[src/sv/tsdg_pkg.sv]
package tsdg_pkg;

  // Number of block dimensions, fixed by the descriptor format.
  localparam int unsigned BLOCK_DIMS      = 3;
  localparam int unsigned MAX_DESCRIPTORS = 64;
  // Counter width for descriptor rows and bursts, enough for the largest run.
  localparam int unsigned CNT_W           = 7;
  localparam logic [63:0] LIMIT62         = 64'h3FFF_FFFF_FFFF_FFFF;
  localparam logic [31:0] BURST_RESET     = 32'd256;
  localparam int unsigned ALU_STEPS       = 64;

  typedef enum logic [2:0] {
    ST_OK    = 3'd0,
    ST_RANGE = 3'd1,
    ST_DIMS  = 3'd2,
    ST_BURST = 3'd3,
    ST_OVF   = 3'd4,
    ST_COUNT = 3'd5
  } status_e;

  typedef enum logic {
    ALU_MUL,
    ALU_DIV
  } alu_op_e;

  typedef struct packed {
    logic        start;
    alu_op_e     op;
    logic [63:0] a;
    logic [63:0] b;
  } alu_req_t;

  typedef struct packed {
    logic        done;
    logic        ovf;
    logic [63:0] res;
    logic [63:0] rem;
  } alu_rsp_t;

  // One job handed from the front end to the descriptor walker.
  typedef struct packed {
    logic             single;
    status_e          status;
    logic [CNT_W-1:0] rep;
    logic [CNT_W-1:0] ibc;
    logic [CNT_W-1:0] bc;
    logic [31:0]      burst;
    logic [31:0]      rem;
    logic [3:0]       eb;
    logic [63:0]      ext1;
    logic [63:0]      istr;
    logic [63:0]      ext2;
    logic [63:0]      ostr;
    logic [63:0]      start;
    logic [63:0]      rs;
  } job_t;

  typedef enum logic [4:0] {
    F_IDLE, F_CHECK, F_SL_EXT, F_SL_OFF, F_SL_STR, F_FU_STR, F_FU_EXT, F_POST,
    F_FIN, F_EXT, F_EXT_W, F_DIV, F_DIV_W, F_DIM0, F_DIV2, F_CNT, F_ISTR,
    F_OSTR, F_P1, F_OFFB, F_P2, F_DECIDE, F_PUSH
  } front_state_e;

  typedef enum logic [1:0] {
    B_IDLE,
    B_ROW,
    B_BURST
  } back_state_e;

  // True when a + b leaves the 62-bit range.
  function automatic logic add_ovf(logic [63:0] a, logic [63:0] b);
    add_ovf = (a > LIMIT62) || (b > (LIMIT62 - a));
  endfunction

endpackage

[src/sv/tsdg_queue.sv]
module tsdg_queue import tsdg_pkg::*; (
  input  logic clk_i,
  input  logic rst_ni,
  input  logic push_i,
  input  job_t job_i,
  input  logic pop_i,
  output logic full_o,
  output logic avail_o,
  output job_t job_o
);

  job_t       mem_q [2];
  logic       wr_q, rd_q;
  logic [1:0] cnt_q;

  // Two-entry queue between the front end and the walker.
  always_ff @(posedge clk_i or negedge rst_ni) begin
    if (!rst_ni) begin
      wr_q  <= 1'b0;
      rd_q  <= 1'b0;
      cnt_q <= 2'd0;
    end else begin
      if (push_i) begin
        wr_q <= ~wr_q;
      end
      if (pop_i) begin
        rd_q <= ~rd_q;
      end
      cnt_q <= cnt_q + 2'(push_i) - 2'(pop_i);
    end
  end

  always_ff @(posedge clk_i) begin
    if (push_i) begin
      mem_q[wr_q] <= job_i;
    end
  end

  assign full_o  = (cnt_q == 2'd2);
  assign avail_o = (cnt_q != 2'd0);
  assign job_o   = mem_q[rd_q];

endmodule

[config.mk]
export PLATFORM = sky130hd
export DESIGN_NAME = tsdg_queue
export DESIGN_NICKNAME = d
export VERILOG_FILES = /design/src/sv/tsdg_pkg.sv /design/src/sv/tsdg_queue.sv
export SDC_FILE = /design/constraint.sdc
export NUM_CORES = 1
export LEC_CHECK = 0
export BUFFER_PORTS_ARGS = -buffer_cell sky130_fd_sc_hd__buf_2
export CORE_AREA = 2 2 377 379
export DETAILED_ROUTE_END_ITERATION = 7
export DIE_AREA = 0 0 379 381
export MAX_ROUTING_LAYER = met4
export SYNTH_ARGS = -nofsm -noshare
export SYNTH_HDL_FRONTEND = slang
export SYNTH_SLANG_ARGS = --single-unit
[constraint.sdc]
create_clock -name clk_i -period 21.4 [get_ports clk_i]
set_clock_uncertainty 0.15 [all_clocks]
set_input_delay 1.07 -clock clk_i [delete_from_list [all_inputs] [get_ports clk_i]]
set_output_delay 1.07 -clock clk_i [all_outputs]
set_load 0.05 [all_outputs]
# == Word level (Yosys, flattened, before mapping) ==
# Memories as Yosys holds them, arrays and structs flattened.
# Index checks and enable logic that the tools add are counted.
# totals
ff_bits,4
latchBits,0
mem_bits_rw,954
romBits,0
inputBits,481
elab_cells,12
memories,1
# classes
add_sub_neg,2
multipliers,0
div_mod_pow,0
magnitude_cmp,0
n_eq_ne,1
shifts,0
muxes,2
bitwise_logic,2
n_reduce_logical,1
# memory_table
memory,depth,word_bits,rd,rd_clocked_by_memory_dff,wr,line,rtl
mem_q,2,477,1,0,1,tsdg_queue.sv:12,job_t mem_q [2];
# ops
operator,n
$add A2 B1 Y2,1
$eq A2 B2 Y1 const B,1
$mux W1,2
$not A1 Y1,2
$reduce_bool A2 Y1,1
$sub A2 B1 Y2,1

# == Logic depth before layout (Yosys ltp) ==
# depth
word_depth,2
depth_mapped,5

# == Worst setup path before layout ==
# OpenSTA, ideal clock, no wires.
# synth_timing
kind,input port to flip-flop
startpoint,input push_i
endpoint,memory mem_q[0][0] (netlist bit) (enable)
setup_time_ns,1.385
arrival_ns,21.525
required_time_ns,19.865
slack_ns,-1.660
path_stages,1
n_path_buf,0
path_cell_list,nor2b_1
# synth_via
elab_chain_cells,2
# synth_rtl
element,line,rtl
start: declaration,tsdg_queue.sv:4,"input logic push_i,"
$mux W1,tsdg_queue.sv:34,if (push_i) begin
$mux W1 (implied by the code),tsdg_queue.sv:35,mem_q[wr_q] <= job_i;
end: declaration,tsdg_queue.sv:12,
# Every way passes these cells.

==> summary.md <==
| Metric | Value |
|---|---|
| Register area | `approximately 29000 um^2` |
| Post-synth top area share | `around 80%` |
| Layout Cells excl Fill | `between 4k and 5k` |
| Die W | `379 um` |
| FF-to-FF path depth | `6` |
| Die ar. | `144000 um^2` |
| Routed WL | `approximately 96 mm` |
| Post-DRT Antenna Nets | `0` |
| Hold buffers post-CTS | `1` |
| WP buf/inv | `4` |
| HPWL Detailed | `between 60 and 70 mm` |
| Minimum clock period | `a little over 6000 ps` |
| Worst-Margin Slew | `1160 ps` |
| CP startpoint | `rd_q$_DFFE_PN0P_` |
| CTS Buf Count | `~100` |
| Via/cell ratio | `~3.9` |
| Clk_lat worst skew | `720 ps` |
| Register area share after synthesis | `between 80% and 90%` |
| Synthesized area | `34800 um^2` |
| Max_cap viols | `0` |
| Crit. path cell count | `5` |
| Lkg Pwr | `between 15 and 20 nW` |
| Vias in the first global route | `about 19k` |
| Mapped Cells | `about 1.5k` |
| Synth area leaders | `edfxtp_1 (82%), mux2_2 (15%), buf_6 (1.6%), dfrtp_1 (0.29%), buf_2 (0.072%)` |
| Die Y | `381 um` |
| Max Fclk | `about 160 MHz` |
| Drt pass-1 iters | `5` |
| Crit-path leading delay family | `buffers and inverters` |
| Maximum clock path buffer count | `3` |
| DRT iter0 DRCs | `around 1.1k` |
| Pwr dens | `158 nW/um^2` |
| Final max-slew violation count | `0` |
| CTS Root Cell | `clkbuf_16` |
| Slew margin rel. | `22.4%` |
| RSZ-0062 raised after global routing | `false` |
| Core area | `approximately 140000 um^2` |
| Filler Cells Inserted | `between 10k and 15k` |
| Met3 wire length | `9.58 mm` |
| Initial antenna violation count | `between 70 and 80` |
| RePlAce Congestion | `approximately 0.83` |
| TritonCTS clock tree | `built` |
| Largest net degree at the start of global routing | `162` |
| FP Rows | `about 140` |
| DR WL met2 | `50.1 mm` |
| R2r setup slk | `about 16000 ps` |
| Vias | `roughly 18k` |
| Starting Density | `approximately a quarter` |
| Syn Area/Cell | `around 23 um^2` |
| Port Buffer Count | `between 900 and 1k` |
| Critical Path Source Type | `flop` |
| HP Class | `in -> reg` |
| Critical path's slowest cell | `dfrtp_4` |
| WP data arrival | `4980 ps` |
| Syn_nets | `approximately 2.0k` |
| CP peak stage delay | `1090 ps` |
| Reg-to-reg endpoint | `mem_q[0][389]$_DFFE_PP_` |
| #FFs+latches synth | `958` |
| Ports | `between 900 and 1k` |
| CTS sink count | `958` |
| # DRC | `0` |
| Crit end category | `output port` |
| Netlist cell types | `13` |
| Placed cell count | `between 4k and 5k` |
| VDD IR max | `0.000102 V` |
| Setup violations, final | `0` |
| Wirelength per Cell | `~21 um` |
| Resize count post-CTS | `0` |
| Warning count from the yosys run | `0` |
| Final hold viol count | `0` |
| Total grt overflow | `0` |
| Reg clk slew, reported paths | `60 ps` |
| Layout Nets | `between 3k and 4k` |
| H-tree depth | `3` |
| Fin Setup TNS | `0 ps` |
| Yosys top cell by area | `edfxtp_1` |
| Worst-path cell chain | `buf_4, buf_4, buf_12, mux2_2, buf_2` |
| Total global-route track usage | `13.0%` |
| Max FO, Critical Path | `roughly 160` |
| Crit path capture | `job_o[90]` |
| Worst EP required | `~20000 ps` |
| Multi-input gate area | `between 5000 and 6000 um^2` |
| Reg2reg start | `wr_q$_DFFE_PN0P_` |
| Fin crit share | `between 20% and 30%` |
| Global-route wire length before repair | `between 100 and 150 mm` |
| Uppermost layer routed | `met4` |
| Most common cell on crit path | `buf_4` |
| Setup CP Type | `reg -> out` |
| Layout area overhead | `29.0%` |
| Share of layout cells above drive strength 1 | `roughly 61%` |
| Outcome | `finished clean` |
| Post-CTS setup buffer count | `0` |
| WL met1 | `approximately 33 mm` |
Yosys cell counts:
master / number
xor3_1: 1
inv_1: 2
mux2_2: 476
ha_1: 2
buf_2: 5
dfrtp_1: 4
mux2_1: 1
xor2_1: 2
nor2b_1: 2
edfxtp_1: 954
or2_2: 1
and2_1: 1
buf_6: 48
cell usage in the layout, fill, tap and decap left out, drive strengths merged:
cell,Yosys,final
xor3,1,1
and2,1,1
dfrtp,4,4
ha,2,2
buf,53,976
xor2,2,2
inv,2,9
bufinv,0,2
mux2,477,477
clkbuf,0,132
diode,0,58
clkinv,0,44
edfxtp,954,954
or2,1,1
clkinvlp,0,3
nor2b,2,2
dlygate4sd3,0,1
registers in the layout (all words and copies together), names as in the netlist:
register	cells
cnt_q	2
rd_q	1
wr_q	1
mem_q	954
worst register-to-register path: cells and delay by family, from the launching register on:
kind,cells,cell delay (ps)
buffers and inverters,5,3920
flip-flops,1,430
AND/OR/NAND/NOR,1,120
metal layers:
layer | up-vias | track usage [%]
met1 | 8939 | 12.4
met5 | - | -
met2 | 717 | 22.4
met4 | 0 | 6.41
met3 | 155 | 5.53
li1 | 8191 | -
through the flow:
step | hold WS, ps | setup WS (ps) | cell area [um^2] | util [%] | total power, mW
2_1_floorplan | 323 | 7330 | 34800 | - | 5.03
3_3_place_gp | 385 | 15470 | 41600 | 29.6 | 5.52
3_5_place_dp | 394 | 15480 | 41600 | 29.6 | 5.53
4_1_cts | 286 | 15100 | 44700 | 31.8 | 7.20
5_1_grt | 311 | 14930 | 44900 | 31.9 | 7.37
6_report | 381 | 15200 | 44900 | 31.9 | 7.10
logic make-up after synthesis:
logic type | after synthesis | share of synthesized area (%)
XOR/XNOR | 3 | 0.119
adder cells (fa/ha/maj) | 2 | 0.0719
flip-flops | 958 | 82.6
multiplexers | 477 | 15.4
buffers and inverters | 55 | 1.65
AND/OR/NAND/NOR | 4 | 0.0720
power by group:
part | switching (mW) | internal (mW) | leakage (nW)
Sequential | 0.0917 | 2.49 | 9.00
Clock | 0.730 | 0.917 | 1.52
Combinational | 2.14 | 0.723 | 5.82
Total | 2.96 | 4.13 | 16.3
area by class of cell:
| type | count | share of cell area (%) |
|---|---|---|
| Inverter | 2 | 0.0167 |
| Clock buffer | 132 | 5.99 |
| Antenna cell | 58 | 0.323 |
| Sequential cell | 958 | 64.1 |
| Clock inverter | 56 | 1.02 |
| Timing Repair Buffer | 977 | 11.1 |
| Tap cell | 1890 | 5.27 |
| Multi-Input combinational cell | 486 | 12.2 |
worst min-delay path by stage:
stage                           from                       to  depth (start not counted)
global placement    wr_q$_DFFE_PN0P_         wr_q$_DFFE_PN0P_                          1
detailed placement  wr_q$_DFFE_PN0P_         wr_q$_DFFE_PN0P_                          1
floorplan           wr_q$_DFFE_PN0P_         wr_q$_DFFE_PN0P_                          1
finish                    job_i[109]  mem_q[0][109]$_DFFE_PP_                          1
CTS                        job_i[84]   mem_q[1][84]$_DFFE_PP_                          1
global route              job_i[232]  mem_q[1][232]$_DFFE_PP_                          1
Power figures use the tool's default switching activity.
