[src/sv/tsdg_pkg.sv]
package tsdg_pkg;

  // Number of block dimensions, fixed by the descriptor format.
  localparam int unsigned BLOCK_DIMS      = 3;
  localparam int unsigned MAX_DESCRIPTORS = 64;
  // Counter width for descriptor rows and bursts, enough for the largest run.
  localparam int unsigned CNT_W           = 7;
  localparam logic [63:0] LIMIT62         = 64'h3FFF_FFFF_FFFF_FFFF;
  localparam logic [31:0] BURST_RESET     = 32'd256;
  localparam int unsigned ALU_STEPS       = 64;

  typedef enum logic [2:0] {
    ST_OK    = 3'd0,
    ST_RANGE = 3'd1,
    ST_DIMS  = 3'd2,
    ST_BURST = 3'd3,
    ST_OVF   = 3'd4,
    ST_COUNT = 3'd5
  } status_e;

  typedef enum logic {
    ALU_MUL,
    ALU_DIV
  } alu_op_e;

  typedef struct packed {
    logic        start;
    alu_op_e     op;
    logic [63:0] a;
    logic [63:0] b;
  } alu_req_t;

  typedef struct packed {
    logic        done;
    logic        ovf;
    logic [63:0] res;
    logic [63:0] rem;
  } alu_rsp_t;

  // One job handed from the front end to the descriptor walker.
  typedef struct packed {
    logic             single;
    status_e          status;
    logic [CNT_W-1:0] rep;
    logic [CNT_W-1:0] ibc;
    logic [CNT_W-1:0] bc;
    logic [31:0]      burst;
    logic [31:0]      rem;
    logic [3:0]       eb;
    logic [63:0]      ext1;
    logic [63:0]      istr;
    logic [63:0]      ext2;
    logic [63:0]      ostr;
    logic [63:0]      start;
    logic [63:0]      rs;
  } job_t;

  typedef enum logic [4:0] {
    F_IDLE, F_CHECK, F_SL_EXT, F_SL_OFF, F_SL_STR, F_FU_STR, F_FU_EXT, F_POST,
    F_FIN, F_EXT, F_EXT_W, F_DIV, F_DIV_W, F_DIM0, F_DIV2, F_CNT, F_ISTR,
    F_OSTR, F_P1, F_OFFB, F_P2, F_DECIDE, F_PUSH
  } front_state_e;

  typedef enum logic [1:0] {
    B_IDLE,
    B_ROW,
    B_BURST
  } back_state_e;

  // True when a + b leaves the 62-bit range.
  function automatic logic add_ovf(logic [63:0] a, logic [63:0] b);
    add_ovf = (a > LIMIT62) || (b > (LIMIT62 - a));
  endfunction

endpackage

[src/sv/tsdg_back.sv]
module tsdg_back import tsdg_pkg::*; (
  input  logic        clk_i,
  input  logic        rst_ni,
  input  logic        avail_i,
  input  job_t        job_i,
  output logic        pop_o,
  output logic        strobe_o,
  output logic [31:0] inner_length_o,
  output logic [61:0] inner_count_o,
  output logic [61:0] inner_stride_o,
  output logic [61:0] outer_count_o,
  output logic [61:0] outer_stride_o,
  output logic [61:0] base_offset_o,
  output logic [2:0]  status_o,
  output logic        last_result_o
);

  back_state_e      state_q, state_d;
  job_t             cur_q, cur_d;
  logic [CNT_W-1:0] r_q, r_d;
  logic [CNT_W-1:0] j_q, j_d;
  logic [63:0]      off_q, off_d;
  logic [63:0]      offb_q, offb_d;
  logic [63:0]      jacc_q, jacc_d;
  logic             strobe_q, strobe_d;
  logic [31:0]      len_q, len_d;
  logic [61:0]      icnt_q, icnt_d;
  logic [61:0]      istr_q, istr_d;
  logic [61:0]      ocnt_q, ocnt_d;
  logic [61:0]      ostr_q, ostr_d;
  logic [61:0]      base_q, base_d;
  status_e          status_q, status_d;
  logic             last_q, last_d;
  logic             row_end, run_end;
  logic [63:0]      base;

  assign row_end = (j_q == cur_q.ibc - CNT_W'(1));
  assign run_end = (r_q == cur_q.rep - CNT_W'(1));
  assign base    = offb_q + jacc_q;

  // Walk rows and bursts, one descriptor per cycle within a row.
  always_comb begin
    state_d  = state_q;
    cur_d    = cur_q;
    r_d      = r_q;
    j_d      = j_q;
    off_d    = off_q;
    offb_d   = offb_q;
    jacc_d   = jacc_q;
    strobe_d = 1'b0;
    len_d    = len_q;
    icnt_d   = icnt_q;
    istr_d   = istr_q;
    ocnt_d   = ocnt_q;
    ostr_d   = ostr_q;
    base_d   = base_q;
    status_d = status_q;
    last_d   = last_q;
    pop_o    = 1'b0;

    unique case (state_q)
      B_IDLE: begin
        if (avail_i) begin
          pop_o = 1'b1;
          cur_d = job_i;
          if (job_i.single) begin
            strobe_d = 1'b1;
            len_d    = '0;
            icnt_d   = '0;
            istr_d   = '0;
            ocnt_d   = '0;
            ostr_d   = '0;
            base_d   = '0;
            status_d = job_i.status;
            last_d   = 1'b1;
          end else begin
            r_d     = '0;
            off_d   = job_i.start;
            state_d = B_ROW;
          end
        end
      end
      B_ROW: begin
        offb_d  = 64'(off_q * cur_q.eb);
        j_d     = '0;
        jacc_d  = '0;
        state_d = B_BURST;
      end
      B_BURST: begin
        strobe_d = 1'b1;
        len_d    = (j_q < cur_q.bc) ? cur_q.burst : cur_q.rem;
        icnt_d   = cur_q.ext1[61:0];
        istr_d   = cur_q.istr[61:0];
        ocnt_d   = cur_q.ext2[61:0];
        ostr_d   = cur_q.ostr[61:0];
        base_d   = base[61:0];
        status_d = ST_OK;
        last_d   = row_end && run_end;
        j_d      = j_q + CNT_W'(1);
        jacc_d   = jacc_q + 64'(cur_q.burst);
        if (row_end) begin
          if (run_end) begin
            state_d = B_IDLE;
          end else begin
            r_d     = r_q + CNT_W'(1);
            off_d   = off_q + cur_q.rs;
            state_d = B_ROW;
          end
        end
      end
      default: state_d = B_IDLE;
    endcase
  end

  always_ff @(posedge clk_i or negedge rst_ni) begin
    if (!rst_ni) begin
      state_q  <= B_IDLE;
      strobe_q <= 1'b0;
    end else begin
      state_q  <= state_d;
      strobe_q <= strobe_d;
    end
  end

  always_ff @(posedge clk_i) begin
    cur_q    <= cur_d;
    r_q      <= r_d;
    j_q      <= j_d;
    off_q    <= off_d;
    offb_q   <= offb_d;
    jacc_q   <= jacc_d;
    len_q    <= len_d;
    icnt_q   <= icnt_d;
    istr_q   <= istr_d;
    ocnt_q   <= ocnt_d;
    ostr_q   <= ostr_d;
    base_q   <= base_d;
    status_q <= status_d;
    last_q   <= last_d;
  end

  assign strobe_o       = strobe_q;
  assign inner_length_o = len_q;
  assign inner_count_o  = icnt_q;
  assign inner_stride_o = istr_q;
  assign outer_count_o  = ocnt_q;
  assign outer_stride_o = ostr_q;
  assign base_offset_o  = base_q;
  assign status_o       = status_q;
  assign last_result_o  = last_q;

endmodule

[config.mk]
export PLATFORM = sky130hd
export DESIGN_NAME = tsdg_back
export DESIGN_NICKNAME = d
export VERILOG_FILES = /design/src/sv/tsdg_pkg.sv /design/src/sv/tsdg_back.sv
export SDC_FILE = /design/constraint.sdc
export NUM_CORES = 2
export LEC_CHECK = 0
export BUFFER_PORTS_ARGS = -buffer_cell sky130_fd_sc_hd__buf_4
export CORE_ASPECT_RATIO = 2
export CORE_MARGIN = 3
export CORE_UTILIZATION = 50
export CTS_BUF_LIST = sky130_fd_sc_hd__clkbuf_4
export DETAILED_ROUTE_END_ITERATION = 10
export PLACE_DENSITY_LB_ADDON = 0.15
export REMOVE_ABC_BUFFERS = 1
export SYNTH_ARGS = -nofsm -noshare
export SYNTH_HDL_FRONTEND = slang
export SYNTH_SLANG_ARGS = --single-unit
[constraint.sdc]
create_clock -name clk_i -period 29.3 [get_ports clk_i]
set_input_delay 4.395 -clock clk_i [delete_from_list [all_inputs] [get_ports clk_i]]
set_output_delay 4.395 -clock clk_i [all_outputs]
set_load 0.05 [all_outputs]
# Yosys cells after proc, flatten, opt, wreduce, memory -nomap -nowiden
# Cells that the tools add are included.
# classes
div,0
n_reduce_logical,8
n_lt_le_gt_ge,1
shifts,0
n_bitwise,0
eq_ne,9
muxes,39
add_sub_neg,7
mul,1
# ops
op,n
62-bit one-hot mux with 2 select lines,5
64-bit 2-to-1 mux,4
64-bit one-hot mux with 2 select lines,2
62-bit 2-to-1 mux,2
32-bit 2-to-1 mux,3
64-bit by 32-bit adder with 64-bit output,1
64-bit adder,1
64-bit by 4-bit multiplier with 62-bit output,1
32-bit one-hot mux with 2 select lines,1
62-bit adder,1
7-bit 2-to-1 mux,4
7-bit one-hot mux with 2 select lines,2
7-bit by 1-bit adder with 7-bit output (second input constant),2
7-bit equality test,2
7-bit by 1-bit subtractor with 7-bit output (second input constant),2
2-bit inequality test (second input constant),5
7-bit less-than comparator,1
1-bit 2-to-1 mux,7
2-bit 2-to-1 mux,3
3-bit 2-to-1 mux,2
2-bit one-hot mux with 3 select lines,1
3-bit one-hot mux with 2 select lines,1
3-bit AND reduction,2
5-bit AND reduction,1
other kinds (7),9
# totals
word_cells,91
latch_bits,0
in_bits,480
regBits,954
n_memories,0
ramBits,0
romBits,0

# Logic depth before layout (Yosys ltp)
# logic_depth
word_depth,5
mapped_depth,18
ltp_nobuf,16

# Worst setup path before layout
# No wires, ideal clock.
# synth_timing
path_type,in2reg
start,input avail_i
end,"register base_q[0], in the netlist base_offset_o[0], enable pin"
required_ns,27.767
arrival_time_ns,28.133
setup_slack_ns,-0.366
stages,3
setup_time_ns,1.533
cell_sequence,and2_1 nand2_1 o21ai_0
# synth_between
elab_chain_cells,2
# synth_lines
item,line,text
from (decl),tsdg_back.sv:4,"input logic avail_i,"
2-bit inequality test (no line),--,
3-bit AND reduction (no line),--,
to (signal assigned),tsdg_back.sv:137,base_q <= base_d;
to (decl),tsdg_back.sv:31,"logic [61:0] base_q, base_d;"
# Every way passes these cells.
# A chain may end at the register's enable or synchronous reset.

# Worst setup path after layout
# layout_timing
start,input avail_i
end,output pop_o
# layout_between
elab_chain_cells,2
# layout_lines
item,line,text
1-bit 2-to-1 mux,tsdg_back.sv:63,if (avail_i) begin
1-bit 2-to-1 mux,tsdg_back.sv:61,unique case (state_q)
to (decl),tsdg_back.sv:6,"output logic pop_o,"
# Every way passes these cells.

==> results.yml <==
grt:
  grt_pass1_wl_mm: 209
  grt.overflow.total: 0
  antenna_found_initial: 18
  grt_max_degree: 205
  grt_use_total_pct: 26.2
  grt_pass1_vias: 36900
worst_setup_path:
  crit_top_cell: "buf_4"
  cp.required_ns: 24.90
  path_class: "in -> out"
  arrival_ns: 5.29
  start_kind: "input pin"
  crit_family: "simple AND/OR/NAND/NOR gates"
  startpoint: "avail_i"
  crit_buf_inv: 2
  cp_max_fo: 38
  cpPeakStageDelay_ns: 0.50
  r2r-start: "cur_q[386]$_DFFE_PP_"
  reg2reg_setup_slack_ns: 23.64
  crit_chain: "buf_4 -> and2_4 -> buf_4"
  cp-end-kind: "output port"
  cpMaxStageDelayCell: "and2_4"
cts:
  numCtsBuffers: 207
  post_cts_buffers: 0
  cts_tree: "yes"
  clockRootBuffer: "clkbuf_4"
  cts_resized: 0
  cts_buffer_depth: 3
  cts_hold_buf: 0
  cts_max_level: 4
  clk_latency_ns: 1.19
  clock-sinks: 948
  cts.clk_slew.worst_paths_ns: 0.07
die:
  num_rows: 163
  coreArea_um2: 99100
  die_area_um2: 105000
  die_h_um: 454
  ios: 828
  die_w_um: 230
  start_util_pct: 50.7
sta:
  rsz0062_at_grt: "no"
  drv_slew: 0
  fin_crit_sh_pct: 33.1
  setup_violations: 0
  fmax_ghz: 0.103
  fin_worst_skew_ns: 0.0865
  hold_viol_final: 0
  tightest_slew_ns: 1.06
  layout_min_cycle_time_ns: 9.68
  maxSlewHeadroom_pct: 29.2
finish:
  num-fill-cells: 8247
  layout-drive-gt1-share_pct: 24.1
  syn2layout_area_growth_pct: 20.4
  final_cells: 6519
  final_common_cell: "edfxtp_1"
  postLayoutCoreUtil_pct: 61.0
  final_cell_mix: "edfxtp_1 (945), buf_4 (835), and2_1 (449)"
  nets: 5855
run:
  maxCapViolations: 0
placement:
  dpl.hpwl_mm: 107
  place_congestion: 0.915
  io_buffers: 815
  dp_cells: 6135
routing:
  drc: 0
  wl_per_cell_um: 21.3
  ant_nets: 0
  drtIter0Drc: 1711
  viasPerCell: 5.43
  wl_mm: 139
  dr.pass1.iters: 6
  vias: 35400
yosys:
  yosys_warnings: 0
  synth_area_um2: 50200
  synth_cell_types: 85
  synth_ff_type: "edfxtp_1"
  synth_edf_count: 945
  syn_inst: 4137
  synth-async-reset-ratio_pct: 0.316
  ys_ff_latch: 948
  synth.avg_cell_area_um2: 12.1
  ys_seq_area_share_pct: 56.6
min_path:
  hold_path.class: "reg -> reg"
  hold_path_startpoint: "cur_q[165]$_DFFE_PP_"
status:
  outcome: "finished, final reports clean"
==> kinds of logic after synthesis <==
logic type / after synthesis / share of synthesized area [%]
AND/OR/NAND/NOR: 1268 / 13.2
flip-flops: 948 / 56.6
buffers and inverters: 455 / 3.42
multiplexers: 83 / 1.77
adder cells (fa/ha/maj): 351 / 10.5
XOR/XNOR: 224 / 3.91
AO/OA/AOI/OAI: 808 / 10.5
==> per-layer routing <==
layer	wire length (um)	GRT usage [%]	up-vias
li1	-	-	16800
met1	46300	25.5	17000
met2	75700	50.4	1248
met3	9290	6.69	344
met4	7480	13.5	8
met5	68	0	-
==> cell type report <==
cell class,count,area (um^2),area share [%]
timing repair buffer,838,6330,10.5
tap,1320,1650,2.73
clock buffer,292,2190,3.63
antenna,12,30.0,0.0497
multi-input combinational,2734,20100,33.3
sequential,948,28500,47.1
clock inverter,80,569,0.942
inverter,295,1110,1.84
==> per-stage QoR <==
stage | hold slack [ns] | setup TNS (ns) | setup slack (ns) | cell area [um^2]
after floorplan | 0.503 | -1828.58 | -5.28 | 49600
after global placement | 0.504 | 0 | 19.61 | 57700
after detailed placement | 0.509 | 0 | 19.60 | 57700
after CTS | 0.462 | 0 | 19.59 | 60400
after global routing | 0.476 | 0 | 19.56 | 60500
final | 0.464 | 0 | 19.62 | 60500
==> Yosys cell counts, types with 28 or more instances <==
cell / count / area, um^2
nand3_1: 46 / 230
and2_1: 450 / 2820
xor2_1: 99 / 867
mux2i_1: 37 / 370
edfxtp_1: 945 / 28400
mux2_2: 46 / 518
nand4_1: 72 / 450
o21bai_1: 36 / 270
nand2_1: 240 / 901
clkbuf_1: 149 / 559
inv_1: 294 / 1100
o21ai_0: 132 / 661
nor3_1: 49 / 245
a21oi_1: 246 / 1230
xnor2_1: 125 / 1090
ha_1: 231 / 2890
fa_1: 120 / 2400
a21o_1: 161 / 1210
nor2_1: 265 / 995
o21a_1: 28 / 210
==> worst paths after layout <==
path	cells after the start	to
worst max-delay path	3	pop_o
worst min-delay path	1	outer_stride_o[37]$_SDFFCE_PN0P_
worst max register to register	15	offb_q[60]$_DFFE_PN_
worst min register to register	1	outer_stride_o[37]$_SDFFCE_PN0P_
max in group asynchronous	1	state_q[1]$_DFFE_PN0P_
min in group asynchronous	1	strobe_o$_DFF_PN0_
==> sequential cells by signal, indices dropped and copies added, names as in the netlist <==
register        count
inner_stride_o     62
jacc_q             62
last_result_o       1
cur_q             399
status_o            3
state_q             2
r_q                 7
base_offset_o      62
off_q              62
outer_stride_o     62
strobe_o            1
offb_q             62
inner_length_o     32
inner_count_o      62
j_q                 7
outer_count_o      62
Power is not shown: default switching activity piles up to over one toggle a cycle in this logic, so the estimate is an artifact.
